File: src/rtl/ppve_pkg.sv
// shared types, constants and the saturation helper of the polynomial evaluator
package ppve_pkg;

	localparam int DATA_W     = 32;
	localparam int FRAC_BITS  = 16;
	localparam int MAX_DEGREE = 7;
	localparam int NUM_COEFFS = MAX_DEGREE + 1;
	localparam int NUM_CELLS  = MAX_DEGREE;
	localparam int NUM_DERIV  = MAX_DEGREE;
	localparam int PROD_W     = 2 * DATA_W;
	localparam int SUM_W      = PROD_W - FRAC_BITS + 1;
	localparam int REG_W      = $clog2(NUM_COEFFS);
	localparam int ADDR_W     = REG_W + 2;
	localparam int DMUL_W     = DATA_W + REG_W + 1;

	typedef logic signed [DATA_W-1:0] word_t;
	typedef logic signed [PROD_W-1:0] prod_t;
	typedef logic signed [SUM_W-1:0]  sum_t;
	typedef logic signed [DMUL_W-1:0] dmul_t;

	localparam word_t WORD_MAX = {1'b0, {(DATA_W-1){1'b1}}};
	localparam word_t WORD_MIN = {1'b1, {(DATA_W-1){1'b0}}};

	// one item moving down the row of cells
	typedef struct packed {
		logic  valid;
		logic  ov;
		word_t t;
		word_t acc_p;
		word_t acc_v;
	} lane_t;

	typedef struct packed {
		logic  ov;
		word_t val;
	} sat_t;

	// clamp a wide signed value to the data word, flag when clamped
	function automatic sat_t sat_word(input sum_t x);
		sat_t r;
		if (x > sum_t'(WORD_MAX)) begin
			r.ov  = 1'b1;
			r.val = WORD_MAX;
		end else if (x < sum_t'(WORD_MIN)) begin
			r.ov  = 1'b1;
			r.val = WORD_MIN;
		end else begin
			r.ov  = 1'b0;
			r.val = x[DATA_W-1:0];
		end
		return r;
	endfunction

endpackage

File: src/rtl/ppve_regs.sv
// coefficient registers with derivative coefficients formed at write time
module ppve_regs
	import ppve_pkg::*;
(
	input  logic              clk,
	input  logic              arst_n,
	input  logic              psel,
	input  logic              penable,
	input  logic              pwrite,
	input  logic [ADDR_W-1:0] paddr,
	input  logic [DATA_W-1:0] pwdata,
	output logic [DATA_W-1:0] prdata,
	output word_t             coeff [NUM_COEFFS],
	output word_t             deriv [NUM_DERIV],
	output logic              deriv_ov
);

	word_t             coeff_q  [NUM_COEFFS];
	word_t             deriv_q  [NUM_DERIV];
	logic [NUM_DERIV-1:0] deriv_ov_q;
	logic              wr_en;
	logic [REG_W-1:0]  idx;
	dmul_t             dprod;
	sat_t              dsat;

	assign wr_en = psel & penable & pwrite;
	assign idx   = paddr[ADDR_W-1:2];

	// derivative coefficient i-1 = i * c_i, clamped
	assign dprod = dmul_t'($signed({1'b0, idx})) * dmul_t'($signed(pwdata));
	assign dsat  = sat_word(sum_t'(dprod));

	// register write transfer
	always_ff @(posedge clk or negedge arst_n) begin
		if (!arst_n) begin
			for (int i = 0; i < NUM_COEFFS; i++) coeff_q[i] <= '0;
			for (int i = 0; i < NUM_DERIV; i++) deriv_q[i] <= '0;
			deriv_ov_q <= '0;
		end else if (wr_en) begin
			coeff_q[idx] <= $signed(pwdata);
			if (idx != '0) begin
				deriv_q[REG_W'(idx - 1'b1)]    <= dsat.val;
				deriv_ov_q[REG_W'(idx - 1'b1)] <= dsat.ov;
			end
		end
	end

	assign prdata   = coeff_q[idx];
	assign coeff    = coeff_q;
	assign deriv    = deriv_q;
	assign deriv_ov = |deriv_ov_q;

endmodule

File: config.mk
export PLATFORM = sky130hd
export DESIGN_NAME = ppve_regs
export DESIGN_NICKNAME = d
export VERILOG_FILES = /design/src/rtl/ppve_pkg.sv /design/src/rtl/ppve_regs.sv
export SDC_FILE = /design/constraint.sdc
export NUM_CORES = 1
export LEC_CHECK = 0
export BUFFER_PORTS_ARGS = -buffer_cell sky130_fd_sc_hd__buf_4
export CELL_PAD_IN_SITES_DETAIL_PLACEMENT = 0
export CELL_PAD_IN_SITES_GLOBAL_PLACEMENT = 1
export CORE_ASPECT_RATIO = 0.7
export CORE_MARGIN = 2
export CORE_UTILIZATION = 35
export CTS_CLUSTER_SIZE = 25
export DETAILED_ROUTE_END_ITERATION = 8
export PLACE_DENSITY = 0.7
export SKIP_CTS_REPAIR_TIMING = 1
export SYNTH_ARGS = -nofsm -noshare
export SYNTH_HDL_FRONTEND = slang
export SYNTH_SLANG_ARGS = --single-unit
File: constraint.sdc
create_clock -name clk -period 2.22 [get_ports clk]
set_input_delay 0.444 -clock clk [delete_from_list [all_inputs] [get_ports clk]]
set_output_delay 0.444 -clock clk [all_outputs]
set_load 0.05 [all_outputs]
==> results.sh, run 1 <==
export IMPL_worstSetupEndpointType="register"
export IMPL_wl_per_cell_um=24.30
export IMPL_yosysSeqAreaShare=0.5204
export IMPL_finalPower_mw=43.81
export IMPL_hold_violations=0
export IMPL_wl_met2_um=44680
export IMPL_tightest_slew_ns=1.301
export IMPL_post_synth_top_area_cell="dfrtp_1"
export IMPL_power_density_mw_per_mm2=1241
export IMPL_ant_nets=0
export IMPL_leakage_nw=16.71
export IMPL_setup_viol=263
export IMPL_cap_violations=0
export IMPL_asyncSetResetFlopFracSynth=1.000
export IMPL_routed_wirelength_um=96120
export IMPL_gr_total_overflow=0
export IMPL_setup_ws_ns=-1.607
export IMPL_maxSlewHeadroom=0.1253
export IMPL_rows=79
export IMPL_worstPathArrival_ns=4.29
export IMPL_route_detailed_drc=0
export IMPL_post_route_period_util=1.724
export IMPL_seq_power_share=0.305
export IMPL_coreArea_mm2=0.06632
export IMPL_timing_fmax_mhz=261.3
export IMPL_max_vdd_ir_drop_mv=0.7949
export IMPL_vias=21256
export IMPL_layoutNonFillerInstCount=3955
export IMPL_start_kind="primary input"
export IMPL_die_w_um=313.2
export IMPL_hpwlAfterDp_um=71070
export IMPL_grt_pass1_vias=21059
export IMPL_rrSetupSlack_ns=1.28
export IMPL_multi_input_area_mm2=0.01179
export IMPL_rsz0062_at_grt="yes"
export IMPL_grt_max_degree=57
export IMPL_finalWeightedCongestion=0.9122
export IMPL_synthCells=2195
export IMPL_drt_iter0_drc=1834
export IMPL_wl_met3_um=5897
export IMPL_p_clk_frac=0.194
export IMPL_min_period_ns=3.827
export IMPL_slew_viol_final=0
export IMPL_clk_insertion_delay_late_ns=0.60
export IMPL_synth_edf_count=0
export IMPL_synth_seq_cells=487
export IMPL_hold_slack_ns=0.1247
export IMPL_outcome="finished with violations"
export IMPL_cts_buffers_inserted=49
export IMPL_firstDrtPassIters=5
export IMPL_wl_met1_um=42280
export IMPL_ys_top_cells_by_area="dfrtp_1 52%, mux2_2 12%, a21oi_1 4.2%"
export IMPL_cts_tree="built"
export IMPL_violations="setup timing"
export IMPL_top_layer_used="met5"
export IMPL_synth_fp_nets=2340
export IMPL_register_area_mm2=0.01219
export IMPL_fillers=5834
export IMPL_setup_tns_ns=-371.68
export IMPL_skew_ns=0
export IMPL_critPathMaxFanout=22
export IMPL_layout_nets=3166
export IMPL_synth_area_per_cell_um2=10.67
export IMPL_die_y_um=220.4
export IMPL_comb_power_share=0.501
export IMPL_p_switching_mw=20.57
export IMPL_grt_pass1_wl_um=138800
export IMPL_drive_gt1_frac=0.5140
export IMPL_viasPerCell=5.374
export IMPL_synth_area_mm2=0.02342
export IMPL_initial_utilization=0.3531
export IMPL_dieArea_mm2=0.06903
export IMPL_synth_top_flop_cell="dfrtp_1"
export IMPL_synth_top_area_share=0.5204
export IMPL_grt_total_usage=0.2660
export IMPL_internal_power_mw=23.23
export IMPL_cp_required_ns=2.68
export IMPL_clock_sinks=487
export IMPL_synth_cell_type_count=52
export IMPL_grt_antenna_before_repair=4
export IMPL_cts_root_buffer_cell="clkbuf_16"
export IMPL_critical_path_class="primary input to register"
export IMPL_cts_buffer_depth=3
export IMPL_yosysWarnings=0
export IMPL_io_pin_count=555
export IMPL_clk_pin_slew_worst_paths_ns=0.06
export IMPL_numPlacedInstances=3823
export IMPL_switching_share=0.4697
export IMPL_post_route_util=0.5323
export IMPL_numPortBuffers=552
export IMPL_syn_to_final_growth_pct=50.76
export IMPL_htree_levels=2
export IMPL_hp_class="primary input to register"
cells by family (layout without fill, tap and decap cells):
kind of cell             count (synthesis)  after routing  synth area share
AND/OR/NAND/NOR                        560            560            0.1074
flip-flops                             487            487            0.5204
buffers and inverters                  288           1155           0.04718
other                                    0              2                 0
multiplexers                           259            259            0.1244
adder cells (fa/ha/maj)                103            103           0.06529
AO/OA/AOI/OAI                          468            468            0.1241
XOR/XNOR                                30             30           0.01122
worst max-delay path: stages:
cell and delay, ns:
buf_4 0.15, and2_1 0.18, ha_4 0.28, fa_2 0.47, fa_2 0.43, a211oi_4 0.26, o211ai_1 0.20, a31oi_2 0.29
a21oi_2 0.15, o21ai_2 0.18, xor2_2 0.30, a41oi_4 0.24, clkbuf_16 0.24, nor2_2 0.15, buf_12 0.19, a21oi_1 0.10
state kept, by name, indices dropped and copies added, names as in the netlist:
| register | count |
|---|---|
| coeff | 256 |
| deriv_ov_q | 7 |
| deriv | 224 |
Yosys cell counts, drive strengths merged, types with 2 or more instances:
library cell,count
dfrtp,487
mux2,257
nor2,201
a21oi,196
nand2,186
clkbuf,129
a22oi,128
inv,128
and2,72
ha,71
o21ai,68
nand4,45
fa,32
buf,30
o211ai,20
a211oi,17
nor3,16
xnor2,16
xor2,14
and3,8
nand3,8
nor4,8
a21o,7
a31oi,5
o21bai,5
o21a,4
a211o,3
a41oi,3
nand2b,3
nor2b,3
or3,3
and4,2
mux2i,2
o31ai,2
or2,2
metal layers:
layer	track usage	up-vias
met5	0	-
li1	-	9267
met2	0.4196	846
met4	0.09107	4
met3	0.03983	194
met1	0.3759	10945
area by class of cell:
cell class / instances / area share
multi-input combinational: 1420 / 0.3339
clock inverter: 14 / 0.004040
sequential: 487 / 0.3452
timing repair buffer: 934 / 0.2293
tap: 891 / 0.03158
clock buffer: 78 / 0.04214
inverter: 129 / 0.01372
antenna: 2 / 0.0001418
placed cells by master, fill, tap and decap left out, drive strengths merged, types with 8 or more instances in the layout:
| master | Yosys | final |
|---|---|---|
| ha | 71 | 71 |
| nand4 | 45 | 45 |
| nand2 | 186 | 186 |
| nor3 | 16 | 16 |
| and2 | 72 | 72 |
| buf | 30 | 926 |
| a21oi | 196 | 196 |
| dfrtp | 487 | 487 |
| o211ai | 20 | 20 |
| nor4 | 8 | 8 |
| nor2 | 201 | 201 |
| and3 | 8 | 8 |
| o21ai | 68 | 68 |
| xnor2 | 16 | 16 |
| xor2 | 14 | 14 |
| mux2 | 257 | 257 |
| nand3 | 8 | 8 |
| a211oi | 17 | 17 |
| clkbuf | 129 | 85 |
| a22oi | 128 | 128 |
| inv | 128 | 131 |
| fa | 32 | 32 |
final timing paths:
path | endpoint | startpoint | cells after the start
max in group asynchronous | deriv[221] | arst_n | 3
worst max register to register | coeff[179] | coeff[179] | 1
worst max-delay path | deriv[168] | pwdata[2] | 16
min in group asynchronous | coeff[56] | arst_n | 2
worst min-delay path | coeff[45] | pwdata[13] | 2
worst min register to register | deriv[159] | deriv[159] | 2
stage by stage:
| step | setup slack, ns | cell area [um2] |
|---|---|---|
| floorplan | -2.119 | 24140 |
| global placement | -2.408 | 32010 |
| global route | -1.727 | 35310 |
| finish | -1.607 | 35310 |
| detailed placement | -2.460 | 32010 |
| CTS | -1.816 | 33640 |
power groups by stage:
stage	clock network (mW)	registers [mW]	logic, mW
floorplan	0	21.3	4.85
global placement	0	13.3	20.6
detailed placement	0	13.4	20.8
CTS	8.64	13.3	20.8
global route	9.05	13.6	22.9
finish	8.50	13.3	22.0
No activity file was read; power rests on OpenSTA's default activity.
==> run 2: changes to the inputs <==
--- a/config.mk
+++ b/config.mk
@@ -5,7 +5,7 @@
 export SDC_FILE = /design/constraint.sdc
 export NUM_CORES = 1
 export LEC_CHECK = 0
-export BUFFER_PORTS_ARGS = -buffer_cell sky130_fd_sc_hd__buf_4
+export BUFFER_PORTS_ARGS = -buffer_cell sky130_fd_sc_hd__clkbuf_2
 export CELL_PAD_IN_SITES_DETAIL_PLACEMENT = 0
 export CELL_PAD_IN_SITES_GLOBAL_PLACEMENT = 1
 export CORE_ASPECT_RATIO = 0.7
@@ -13,7 +13,7 @@
 export CORE_UTILIZATION = 35
 export CTS_CLUSTER_SIZE = 25
 export DETAILED_ROUTE_END_ITERATION = 8
-export PLACE_DENSITY = 0.7
+export PLACE_DENSITY = 0.67
 export SKIP_CTS_REPAIR_TIMING = 1
 export SYNTH_ARGS = -nofsm -noshare
 export SYNTH_HDL_FRONTEND = slang
==> constraint.sdc (replaced) <==
create_clock -name clk -period 3.6 [get_ports clk]
set_input_delay 0.72 -clock clk [delete_from_list [all_inputs] [get_ports clk]]
set_output_delay 0.72 -clock clk [all_outputs]
set_load 0.05 [all_outputs]
==> results.sh, run 2 (same netlist as run 1, synthesis figures left out) <==
export IMPL_slew_viol_final=0
export IMPL_final_common_cell="clkbuf_2"
export IMPL_worstSetupEndpointType="register"
export IMPL_layout_nets=3060
export IMPL_die_w_um=313.2
export IMPL_setup_viol=231
export IMPL_htree_levels=2
export IMPL_route_detailed_drc=0
export IMPL_initial_utilization=0.3531
export IMPL_slowest_delay_ns=0.52
export IMPL_cp_cell_sequence="buf_6 > clkbuf_16 > and2_1 > ha_1 > inv_2 > fa_1 > inv_1 > ha_4 > and3_4 > nand4_1 > a21oi_4 > a41oi_2 > buf_4 > a21o_1 > a211oi_4 > a41oi_4 > clkbuf_16 > nor2_4 > buf_12 > a21oi_1"
export IMPL_critPathMaxFanout=14
export IMPL_firstDrtPassIters=5
export IMPL_io_pin_count=555
export IMPL_outcome="finished with violations"
export IMPL_cts_tree="built"
export IMPL_finalWeightedCongestion=0.8980
export IMPL_vias=20647
export IMPL_drt_iter0_drc=1594
export IMPL_top_layer_used="met4"
export IMPL_clk_pin_slew_worst_paths_ns=0.06
export IMPL_cts_buffers_inserted=50
export IMPL_worstPathArrival_ns=4.69
export IMPL_layout_common_cells="539 x clkbuf_2, 487 x dfrtp_1, 257 x mux2_2"
export IMPL_critical_path_class="primary input to register"
export IMPL_syn_to_final_growth_pct=40.52
export IMPL_fin_area_mm2=0.03291
export IMPL_cts_root_buffer_cell="clkbuf_16"
export IMPL_cap_violations=0
export IMPL_coreArea_mm2=0.06632
export IMPL_path_delay_family="compound AO/OA/AOI/OAI gates"
export IMPL_leakage_nw=15.73
export IMPL_min_period_ns=4.225
export IMPL_hp_class="primary input to async pin"
export IMPL_clk_insertion_delay_late_ns=0.60
export IMPL_post_route_period_util=1.174
export IMPL_grt_pass1_wl_um=133900
export IMPL_post_route_util=0.4961
export IMPL_hpwlAfterDp_um=66540
export IMPL_routed_wirelength_um=94170
export IMPL_wl_met3_um=4512
export IMPL_grt_total_usage=0.2572
export IMPL_die_y_um=220.4
export IMPL_grt_max_degree=79
export IMPL_setup_tns_ns=-125.66
export IMPL_tightest_slew_ns=0.7652
export IMPL_rsz0062_at_grt="yes"
export IMPL_ant_nets=0
export IMPL_power_density_mw_per_mm2=789.2
export IMPL_maxSlewHeadroom=0.4899
export IMPL_start_kind="primary input"
export IMPL_wl_per_cell_um=24.47
export IMPL_skew_ns=0
export IMPL_cpMostUsedCell="clkbuf_16"
export IMPL_hold_violations=0
export IMPL_numPortBuffers=552
export IMPL_drive_gt1_frac=0.4860
export IMPL_wl_met2_um=44100
export IMPL_place_area_mm2=0.02985
export IMPL_clock_sinks=487
export IMPL_rows=79
export IMPL_dieArea_mm2=0.06903
export IMPL_max_vdd_ir_drop_mv=0.4382
export IMPL_grt_pass1_vias=20264
export IMPL_wl_met1_um=42530
export IMPL_largest_reg_flops=256
export IMPL_timing_fmax_mhz=236.7
export IMPL_cp_required_ns=4.07
export IMPL_violations="setup timing"
export IMPL_cts_buffer_depth=3
export IMPL_grt_antenna_before_repair=3
export IMPL_cp_num_buf_inv=7
export IMPL_viasPerCell=5.366
export IMPL_setup_ws_ns=-0.6251
export IMPL_slowest_stage="fa_1"
export IMPL_gr_total_overflow=0
-- run 2: cell types whose count changed in the layout (fill, tap and decap cells not counted), moves of 10 or more --
cell,change
a21oi_1,-36
a21oi_2,+29
and2_1,+22
and2_4,-21
buf_12,-10
buf_4,-624
buf_6,-11
clkbuf_2,+539
inv_1,+20
inv_2,-20
o21ai_1,+12
o21ai_2,-13
-- run 2: metrics by stage --
step | hold WS, ns | std cells | total power [mW] | worst slack [ns]
2_1_floorplan | 0.4244 | 2195 | 16.14 | -1.015
3_3_place_gp | 0.4622 | 3732 | 19.94 | -1.388
3_5_place_dp | 0.4670 | 3732 | 20.08 | -1.427
4_1_cts | 0.1288 | 3824 | 25.46 | -0.7872
5_1_grt | 0.1496 | 3848 | 27.00 | -0.7603
6_report | 0.1016 | 3848 | 25.97 | -0.6251
-- run 2: area by class of cell --
class | instances | area, um2
Fill cell | 6063 | 33420
Sequential cell | 487 | 12190
Multi-Input combinational cell | 1420 | 11650
Timing Repair Buffer | 827 | 5779
Clock buffer | 72 | 1474
Tap cell | 891 | 1115
Inverter | 129 | 484.2
Clock inverter | 20 | 212.7
Antenna cell | 2 | 5.005
-- run 2: routing by layer --
metal / GRT usage / vias up
met5: 0 / -
met4: 0.08931 / 0
met3: 0.03486 / 165
met2: 0.4087 / 652
met1: 0.3627 / 10768
li1: - / 9062
-- run 2: final timing paths --
check	startpoint	to	slack [ns]	depth (start not counted)
worst max-delay path	paddr[4]	deriv[218]	-0.63	20
worst min-delay path	arst_n	coeff[153]	0.10	1
worst max register to register	coeff[194]	coeff[194]	2.72	1
worst min register to register	deriv[166]	deriv[166]	0.48	2
max in group asynchronous	arst_n	deriv[167]	2.40	3
min in group clk	deriv[166]	deriv[166]	0.48	2
-- run 2: report_power, final --
part	leakage, nW	internal, mW	switching [mW]	total, mW
Clock	0.828	3.07	2.27	5.34
Sequential	6.10	6.98	1.18	8.16
Combinational	8.80	3.28	9.18	12.5
Total	15.7	13.3	12.6	26.0
